===== src/rtl/core/rrt_pkg.sv =====
// Shared types and constants of the received range tracker.
package rrt_pkg;

    localparam int RING_DEPTH  = 16;
    localparam int VALUE_WIDTH = 48;
    localparam int IDX_W       = $clog2(RING_DEPTH);
    localparam int CNT_W       = $clog2(RING_DEPTH + 1);

    typedef logic [VALUE_WIDTH-1:0] value_t;
    typedef logic [IDX_W-1:0]       idx_t;
    typedef logic [CNT_W-1:0]       cnt_t;

    // Command codes
    localparam logic [1:0] CMD_INCLUDE = 2'd0;
    localparam logic [1:0] CMD_EXCLUDE = 2'd1;
    localparam logic [1:0] CMD_QUERY   = 2'd2;
    localparam logic [1:0] CMD_CLEAR   = 2'd3;

    // Status codes
    localparam logic [1:0] ST_OK      = 2'd0;
    localparam logic [1:0] ST_NO_ROOM = 2'd1;
    localparam logic [1:0] ST_INVALID = 2'd2;

    // Datapath operations issued by the controller
    typedef enum logic [3:0] {
        OP_NONE       = 4'd0,
        OP_LOAD       = 4'd1,  // capture the request
        OP_FAST       = 4'd2,  // head-based include decision
        OP_SCAN_OVL   = 4'd3,  // overlap check of entry ptr
        OP_SCAN_ADJ   = 4'd4,  // adjacency search at entry ptr
        OP_SCAN_GAP   = 4'd5,  // gap search at entry ptr
        OP_SHIFT_DOWN = 4'd6,  // one step of dropping an entry
        OP_SHIFT_UP   = 4'd7,  // one step of making room
        OP_EXCL       = 4'd8,  // exclude step at ptr
        OP_QUERY      = 4'd9,  // query step at ptr
        OP_CLEAR      = 4'd10, // clear step at ptr
        OP_ROOM       = 4'd11, // set up shifting from the head to the gap slot
        OP_FINISH     = 4'd12  // write the new range at the gap slot
    } op_t;

    typedef struct packed {
        op_t  op;
        logic ptr_zero;
        logic ptr_inc;
    } dp_cmd_t;

    typedef struct packed {
        logic [1:0] cmd;
        logic       fast_done;   // include finished by head logic
        logic [1:0] fast_status; // status of an include finished by head logic
        logic       hit;         // scan found its condition at ptr
        logic       merge;       // adjacency hit joins two entries
        logic       ptr_last;    // ptr is the last entry
        logic       shift_done;  // shift sequence complete
        logic       room_ok;
        logic       room_need;   // slot occupied, shifting required
    } dp_stat_t;

endpackage


===== src/rtl/core/rrt_ctrl.sv =====
// Sequencing state machine of the received range tracker.
module rrt_ctrl (
    input  logic                aclk,
    input  logic                aresetn,
    input  logic                start,
    output logic                busy,
    output logic                done,
    output rrt_pkg::dp_cmd_t    ctl,
    input  rrt_pkg::dp_stat_t   stat,
    output logic                set_status,
    output logic [1:0]          status_val
);
    typedef enum logic [9:0] {
        S_IDLE  = 10'b0000000001,
        S_DISP  = 10'b0000000010,
        S_OVL   = 10'b0000000100,
        S_ADJ   = 10'b0000001000,
        S_GAP   = 10'b0000010000,
        S_DOWN  = 10'b0000100000,
        S_ROOM  = 10'b0001000000,
        S_UP    = 10'b0010000000,
        S_SCAN  = 10'b0100000000,
        S_FIN   = 10'b1000000000
    } state_t;

    state_t state_reg, state_next;

    always_ff @(posedge aclk) begin
        if (!aresetn) state_reg <= S_IDLE;
        else          state_reg <= state_next;
    end

    // Next state and datapath command
    always_comb begin
        state_next   = state_reg;
        ctl.op       = rrt_pkg::OP_NONE;
        ctl.ptr_zero = 1'b0;
        ctl.ptr_inc  = 1'b0;
        set_status   = 1'b0;
        status_val   = rrt_pkg::ST_OK;
        done         = 1'b0;
        unique case (state_reg)
            S_IDLE: begin
                if (start) begin
                    ctl.op = rrt_pkg::OP_LOAD;
                    ctl.ptr_zero = 1'b1;
                    set_status = 1'b1;
                    state_next = S_DISP;
                end
            end
            S_DISP: begin
                if (stat.cmd == rrt_pkg::CMD_INCLUDE) begin
                    ctl.op = rrt_pkg::OP_FAST;
                    if (stat.fast_done) begin
                        // decision made from the head entry
                        set_status = 1'b1;
                        status_val = stat.fast_status;
                        done = 1'b1;
                        state_next = S_IDLE;
                    end else begin
                        state_next = S_OVL;
                    end
                end else begin
                    state_next = S_SCAN;
                end
            end
            S_OVL: begin
                ctl.op = rrt_pkg::OP_SCAN_OVL;
                if (stat.hit) begin
                    set_status = 1'b1;
                    status_val = rrt_pkg::ST_INVALID;
                    done = 1'b1;
                    state_next = S_IDLE;
                end else if (stat.ptr_last) begin
                    ctl.ptr_zero = 1'b1;
                    state_next = S_ADJ;
                end else ctl.ptr_inc = 1'b1;
            end
            S_ADJ: begin
                ctl.op = rrt_pkg::OP_SCAN_ADJ;
                if (stat.hit) begin
                    // a plain extension ends here, a merge drops an entry
                    if (stat.merge) state_next = S_DOWN;
                    else begin
                        done = 1'b1;
                        state_next = S_IDLE;
                    end
                end else if (stat.ptr_last) begin
                    ctl.ptr_zero = 1'b1;
                    state_next = S_GAP;
                end else ctl.ptr_inc = 1'b1;
            end
            S_DOWN: begin
                ctl.op = rrt_pkg::OP_SHIFT_DOWN;
                if (stat.shift_done) begin
                    done = 1'b1;
                    state_next = S_IDLE;
                end
            end
            S_GAP: begin
                ctl.op = rrt_pkg::OP_SCAN_GAP;
                if (stat.hit) begin
                    if (!stat.room_need) state_next = S_FIN;
                    else if (!stat.room_ok) begin
                        set_status = 1'b1;
                        status_val = rrt_pkg::ST_NO_ROOM;
                        done = 1'b1;
                        state_next = S_IDLE;
                    end else state_next = S_ROOM;
                end else if (stat.ptr_last) begin
                    set_status = 1'b1;
                    status_val = rrt_pkg::ST_NO_ROOM;
                    done = 1'b1;
                    state_next = S_IDLE;
                end else ctl.ptr_inc = 1'b1;
            end
            S_ROOM: begin
                ctl.op = rrt_pkg::OP_ROOM;
                state_next = S_UP;
            end
            S_UP: begin
                ctl.op = rrt_pkg::OP_SHIFT_UP;
                if (stat.shift_done) state_next = S_FIN;
            end
            S_FIN: begin
                ctl.op = rrt_pkg::OP_FINISH;
                done = 1'b1;
                state_next = S_IDLE;
            end
            S_SCAN: begin
                unique case (stat.cmd)
                    rrt_pkg::CMD_EXCLUDE: ctl.op = rrt_pkg::OP_EXCL;
                    rrt_pkg::CMD_QUERY:   ctl.op = rrt_pkg::OP_QUERY;
                    default:              ctl.op = rrt_pkg::OP_CLEAR;
                endcase
                if (stat.ptr_last) begin
                    done = 1'b1;
                    state_next = S_IDLE;
                end else ctl.ptr_inc = 1'b1;
            end
            default: state_next = S_IDLE;
        endcase
    end

    assign busy = (state_reg != S_IDLE);
endmodule


===== config.mk =====
export PLATFORM = sky130hd
export DESIGN_NAME = rrt_ctrl
export DESIGN_NICKNAME = d
export VERILOG_FILES = /design/src/rtl/core/rrt_pkg.sv /design/src/rtl/core/rrt_ctrl.sv
export SDC_FILE = /design/constraint.sdc
export NUM_CORES = 1
export LEC_CHECK = 0
export BUFFER_PORTS_ARGS = -buffer_cell sky130_fd_sc_hd__buf_4
export CORE_ASPECT_RATIO = 0.7
export CORE_MARGIN = 3
export CORE_UTILIZATION = 30
export CTS_BUF_LIST = sky130_fd_sc_hd__clkbuf_16
export CTS_CLUSTER_SIZE = 40
export DETAILED_ROUTE_END_ITERATION = 8
export GPL_TIMING_DRIVEN = 1
export HOLD_SLACK_MARGIN = 0.15
export PLACE_DENSITY = 0.49
export REMOVE_ABC_BUFFERS = 1
export SYNTH_ARGS = -nofsm -noshare
export SYNTH_HDL_FRONTEND = slang
export SYNTH_SLANG_ARGS = --single-unit

===== constraint.sdc =====
create_clock -name aclk -period 5.2 [get_ports aclk]
set_input_delay 0.26 -clock aclk [delete_from_list [all_inputs] [get_ports aclk]]
set_output_delay 0.26 -clock aclk [all_outputs]
set_load 0.1 [all_outputs]

=== Word-level counts from Yosys, hierarchy flattened ===
Cells that the tools add are included.
W data, S select, Z words.

* Equality and inequality tests: 18
* Mux-type cells: 45
* Reduce and logical (&&, ||, !) cells: 3

{| class="wikitable"
|+ Operators with widths
! operator !! number
|-
| $mux W10 || 10
|-
| $pmux W10 S9 || 1
|-
| $pmux W4 S10 || 1
|-
| $mux W1 || 16
|-
| $mux W2 || 7
|-
| $eq A10 B1 Y1 const B || 1
|-
| $eq A10 B10 Y1 const B || 1
|-
| $eq A10 B2 Y1 const B || 1
|-
| $eq A10 B3 Y1 const B || 1
|-
| $eq A10 B4 Y1 const B || 1
|-
| $eq A10 B5 Y1 const B || 1
|-
| $eq A10 B6 Y1 const B || 1
|-
| $eq A10 B7 Y1 const B || 1
|-
| $eq A10 B8 Y1 const B || 1
|-
| $eq A10 B9 Y1 const B || 1
|-
| $ne A10 B1 Y1 const B || 1
|-
| $mux W9 || 1
|-
| $mux W7 || 1
|-
| $pmux W1 S7 || 1
|-
| $mux W6 || 1
|-
| $ne A2 B2 Y1 const B || 3
|-
| $ne A3 B3 Y1 const B || 2
|-
| $pmux W2 S3 || 1
|-
| $reduce_and A5 Y1 || 1
|-
| other kinds (9) || 9
|}

* Flip-flop bits (word level): 10
* Input port bits: 14
* Output and inout port bits: 11
* Word-level logic and storage cells: 67

=== Logic depth before layout (Yosys ltp) ===
* Word-level depth: 4
* Depth in mapped cells: 7
* Mapped depth without buffers: 7

=== Worst setup path after synthesis ===
No wires, ideal clock.

* Kind: register to output
* From: reg state_reg[0]
* To: out ctl[0] (netlist name)
* Data arrival time: 3315 ps
* Required time: 4940 ps
* Slack: 1625 ps
* Stages on the path, launching flop included: 5
* Buffers on the path: 0
* Path through: dfxtp_1 -> nor4_4 -> nand4_1 -> o21a_1 -> o21ai_0

{| class="wikitable"
|+ RTL lines
! element !! RTL line !! text
|-
| from (decl) || rrt_ctrl.sv:26 || <nowiki>state_t state_reg, state_next;</nowiki>
|-
| from (signal assigned) || rrt_ctrl.sv:30 || <nowiki>else state_reg <= state_next;</nowiki>
|-
| to (decl) || rrt_ctrl.sv:8 || <nowiki>output rrt_pkg::dp_cmd_t ctl,</nowiki>
|}

==> impl_summary.md <==
GRT
The first-pass GRT wire length is 4900 µm. The pin count of the biggest net entering global routing is 11. The number of antenna violations at the first check in global routing was 0. The via count of the first global-routing pass came to 956. The total overflow left after global routing is 0. For this run, the total global-route usage over all layers was measured as 16.7%.

Final layout
Once layout is complete, the utilization of the core stands at 42.4%. The final layout contains 161 nets. The layout has 291 filler cells.

The fraction of layout instances using a drive strength above 1 is 25.9%. The number of antenna diodes in the final layout is 0. The cell area after layout is 1230 µm².

The register with the most flip-flops in the layout has 10 of them. From synthesis to final layout, the design area changed by 29.8%.

Timing
Setup violations remaining at the end of the flow were counted as 0. The share of the clock period used by the worst path is 47.5%. Across the routed clock network, the largest skew measured is 0.000532 ns. The worst path in the final design needs a cycle of 2.47 ns, including I/O delays and setup. Setup total negative slack on the finished layout was measured at 0 ns. The final number of hold-violating endpoints is 0. At the pin with the least slew margin, the transition time is 0.505 ns. The minimum setup slack in the final design is 2.73 ns. The final-report max-slew violation count is 0. Static timing analysis puts the maximum clock frequency at 0.405 GHz.

In this run the tightest slew margin relative to its limit is 66.1%. Setup repair after global routing left no endpoint under its margin.

Die
The horizontal extent of the die is 73.2 µm. The total core area is 2900 µm². The initial core utilization is 32.7%. The number of placed I/O pins is 25. The row count is 16.

The area enclosed by the die boundary is 3880 µm². The die span in y is 53.0 µm.

Routing
The first detailed-routing pass took 4 iterations. Across all layers, the routed design uses 1025 vias. Dividing the detail-routed wire length by the instance count gives 16.2 µm. The post-detailed-routing wire length is 2900 µm. After the first detailed-routing iteration, the DRC count stood at 113. In the routed design, unresolved DRC markers number 0. The post-detailed-route count of antenna-violating nets is 0. The number of vias per cell after detailed routing is 5.73.

Clock network
The CTS clock-pin slew for the worst setup and hold paths is 0.04 ns. The count of instances resized after the clock tree is built is 0. The number of H-tree branching levels is 1.

Post-CTS timing repair inserted 0 buffers for setup. The tree is rooted in a clkbuf_16. The total CTS buffers is 3.

The quantity of hold-fixing buffers added after cts is 0. The CTS tree is done. At the later pin of the worst-skew pair, clock insertion delay measures 0.23 ns. The clock sink count is 10. The number of buffers on the longest clock path is 2.

Run
The number of maximum-capacitance constraint violations is 0.

Power
The leakage power total is 0.000504 µW. After layout, the design draws a total of 378 µW. The maximum resistive drop on vdd is 0.116 mV. Power spread over the standard cell area amounts to 307 nW/µm².

Setup path
The worst-path maximum fanout is 8. The setup path with the least slack is of type reg -> out. The worst setup path is captured at an output pin.

The startpoint class of the critical path is a flip-flop. STA puts the critical path data required time at 4.94 ns. Data on the critical path arrives at its endpoint at 2.21 ns.

Min path
The type of the tightest min-delay check is in -> reg.

Synthesis
Counting flops with an async set or reset pin after synthesis yields a share of 0%. The number of warning messages in the yosys log is 0. Dividing the synthesized area by the synthesized cell count gives 7.90 µm².

The count of flip-flops with a built-in enable after synthesis is 0. In this run, distinct cell masters in the synthesized netlist total 40. The most used flip-flop cell after synthesis is dfxtp_1. The share of the Yosys chip area taken by registers is 21.1%. The synthesized area is 948 µm². The number of storage elements in the synthesis netlist is 10. The post-synthesis cell count is 120.

Placement
Summing all placed instances gives a cell area of 1160 µm². The weighted congestion reported at the end of routability-driven placement is 0.921. The total of buffers placed on input and output ports is 24. The post-placement worst setup slack is 3.01 ns. Once detailed placement completed, the half-perimeter wirelength came to 2290 µm.

Run status
The run finished with clean final reports.
[stage by stage]
| stage | hold WS, ns | std cells |
|---|---|---|
| finish | 0.266 | 179 |
| global route | 0.274 | 179 |
| CTS | 0.267 | 179 |
| detailed placement | 0.510 | 176 |
| global placement | 0.503 | 176 |
| floorplan | 0.339 | 116 |
[layout by cell type (no fill, tap or decap), types with 2 or more instances in the layout]
master      n
a21boi_1    4
a21o_1      2
and2_1      3
and3_1      2
and4_1      3
buf_4      24
clkbuf_16   3
dfxtp_1    10
ha_1        2
inv_1       8
nand2_1     8
nand2b_1    3
nand3_1     4
nand4_1     6
nand4b_2    2
nor2_1      9
nor2b_1     5
nor3_1      2
nor4_2      2
nor4_4      3
o2111ai_1   6
o21ai_0    12
or2_2       2
or3_1       2
xnor2_1     2
[layer usage]
layer / routed length, µm / track usage [%] / up-vias
li1: - / - / 505
met1: 1390 / 24.2 / 472
met2: 1180 / 22.4 / 43
met4: 36 / 6.13 / 0
met3: 286 / 5.31 / 5
met5: 0 / 0 / -
[Yosys cell counts (2+ instances only)]
cell	number	area, µm²
nand3_1	4	20.0
nor4_4	3	63.8
nor2_1	9	33.8
clkbuf_1	2	7.51
or3_1	2	12.5
dfxtp_1	10	200
nand2b_1	3	18.8
and3_1	2	12.5
a21o_1	2	15.0
and2_1	3	18.8
and4_1	3	26.3
a21boi_1	4	30.0
o21ai_0	12	60.1
inv_1	8	30.0
nand4b_2	2	30.0
o2111ai_1	6	52.6
ha_1	2	25.0
nor3_1	2	10.0
xnor2_1	2	17.5
nor2b_1	5	31.3
nand2_1	8	30.0
nand4_1	6	37.5
or2_2	2	12.5
nor4_2	2	25.0
[final timing paths]
path	end	slack, ns	from	cells past startpoint
hold / removal	state_reg[6]$_SDFFE_PN0P_	0.27	stat[1]	3
setup reg to reg	state_reg[0]$_SDFFE_PN1P_	3.15	state_reg[4]$_SDFFE_PN0P_	5
setup / recovery	ctl[0]	2.73	state_reg[0]$_SDFFE_PN1P_	5
hold reg to reg	state_reg[3]$_SDFFE_PN0P_	0.62	state_reg[3]$_SDFFE_PN0P_	2
[kinds of logic after synthesis]
| group | synth area share, % |
|---|---|
| buffers and inverters | 5.01 |
| and+or+nand+nor | 43.8 |
| AOI/OAI and AO/OA | 25.6 |
| DFF | 21.1 |
| adders and majority gates | 2.64 |
| xor gates and xnor gates | 1.85 |
[worst max-delay path, cell delays in order (launching register included)]
cell and delay (ns):
dfxtp_1 0.40, nor4_4 0.40, nand4_1 0.39, o21a_1 0.30, o21ai_0 0.16, buf_4 0.32
[where the power goes]
group | internal [µW] | switching [µW]
sequential | 81.2 | 10.4
clock | 99.5 | 33.2
combinational | 44.9 | 109
[area by class of cell]
class | instances | area (µm²) | share of cell area, %
Sequential cell | 10 | 200 | 16.3
Multi-Input combinational cell | 98 | 701 | 56.9
Clock buffer | 3 | 75.1 | 6.10
Tap cell | 36 | 45.0 | 3.66
Inverter | 8 | 30.0 | 2.44
Timing Repair Buffer | 24 | 180 | 14.6
(Power assumes the default switching activity.)
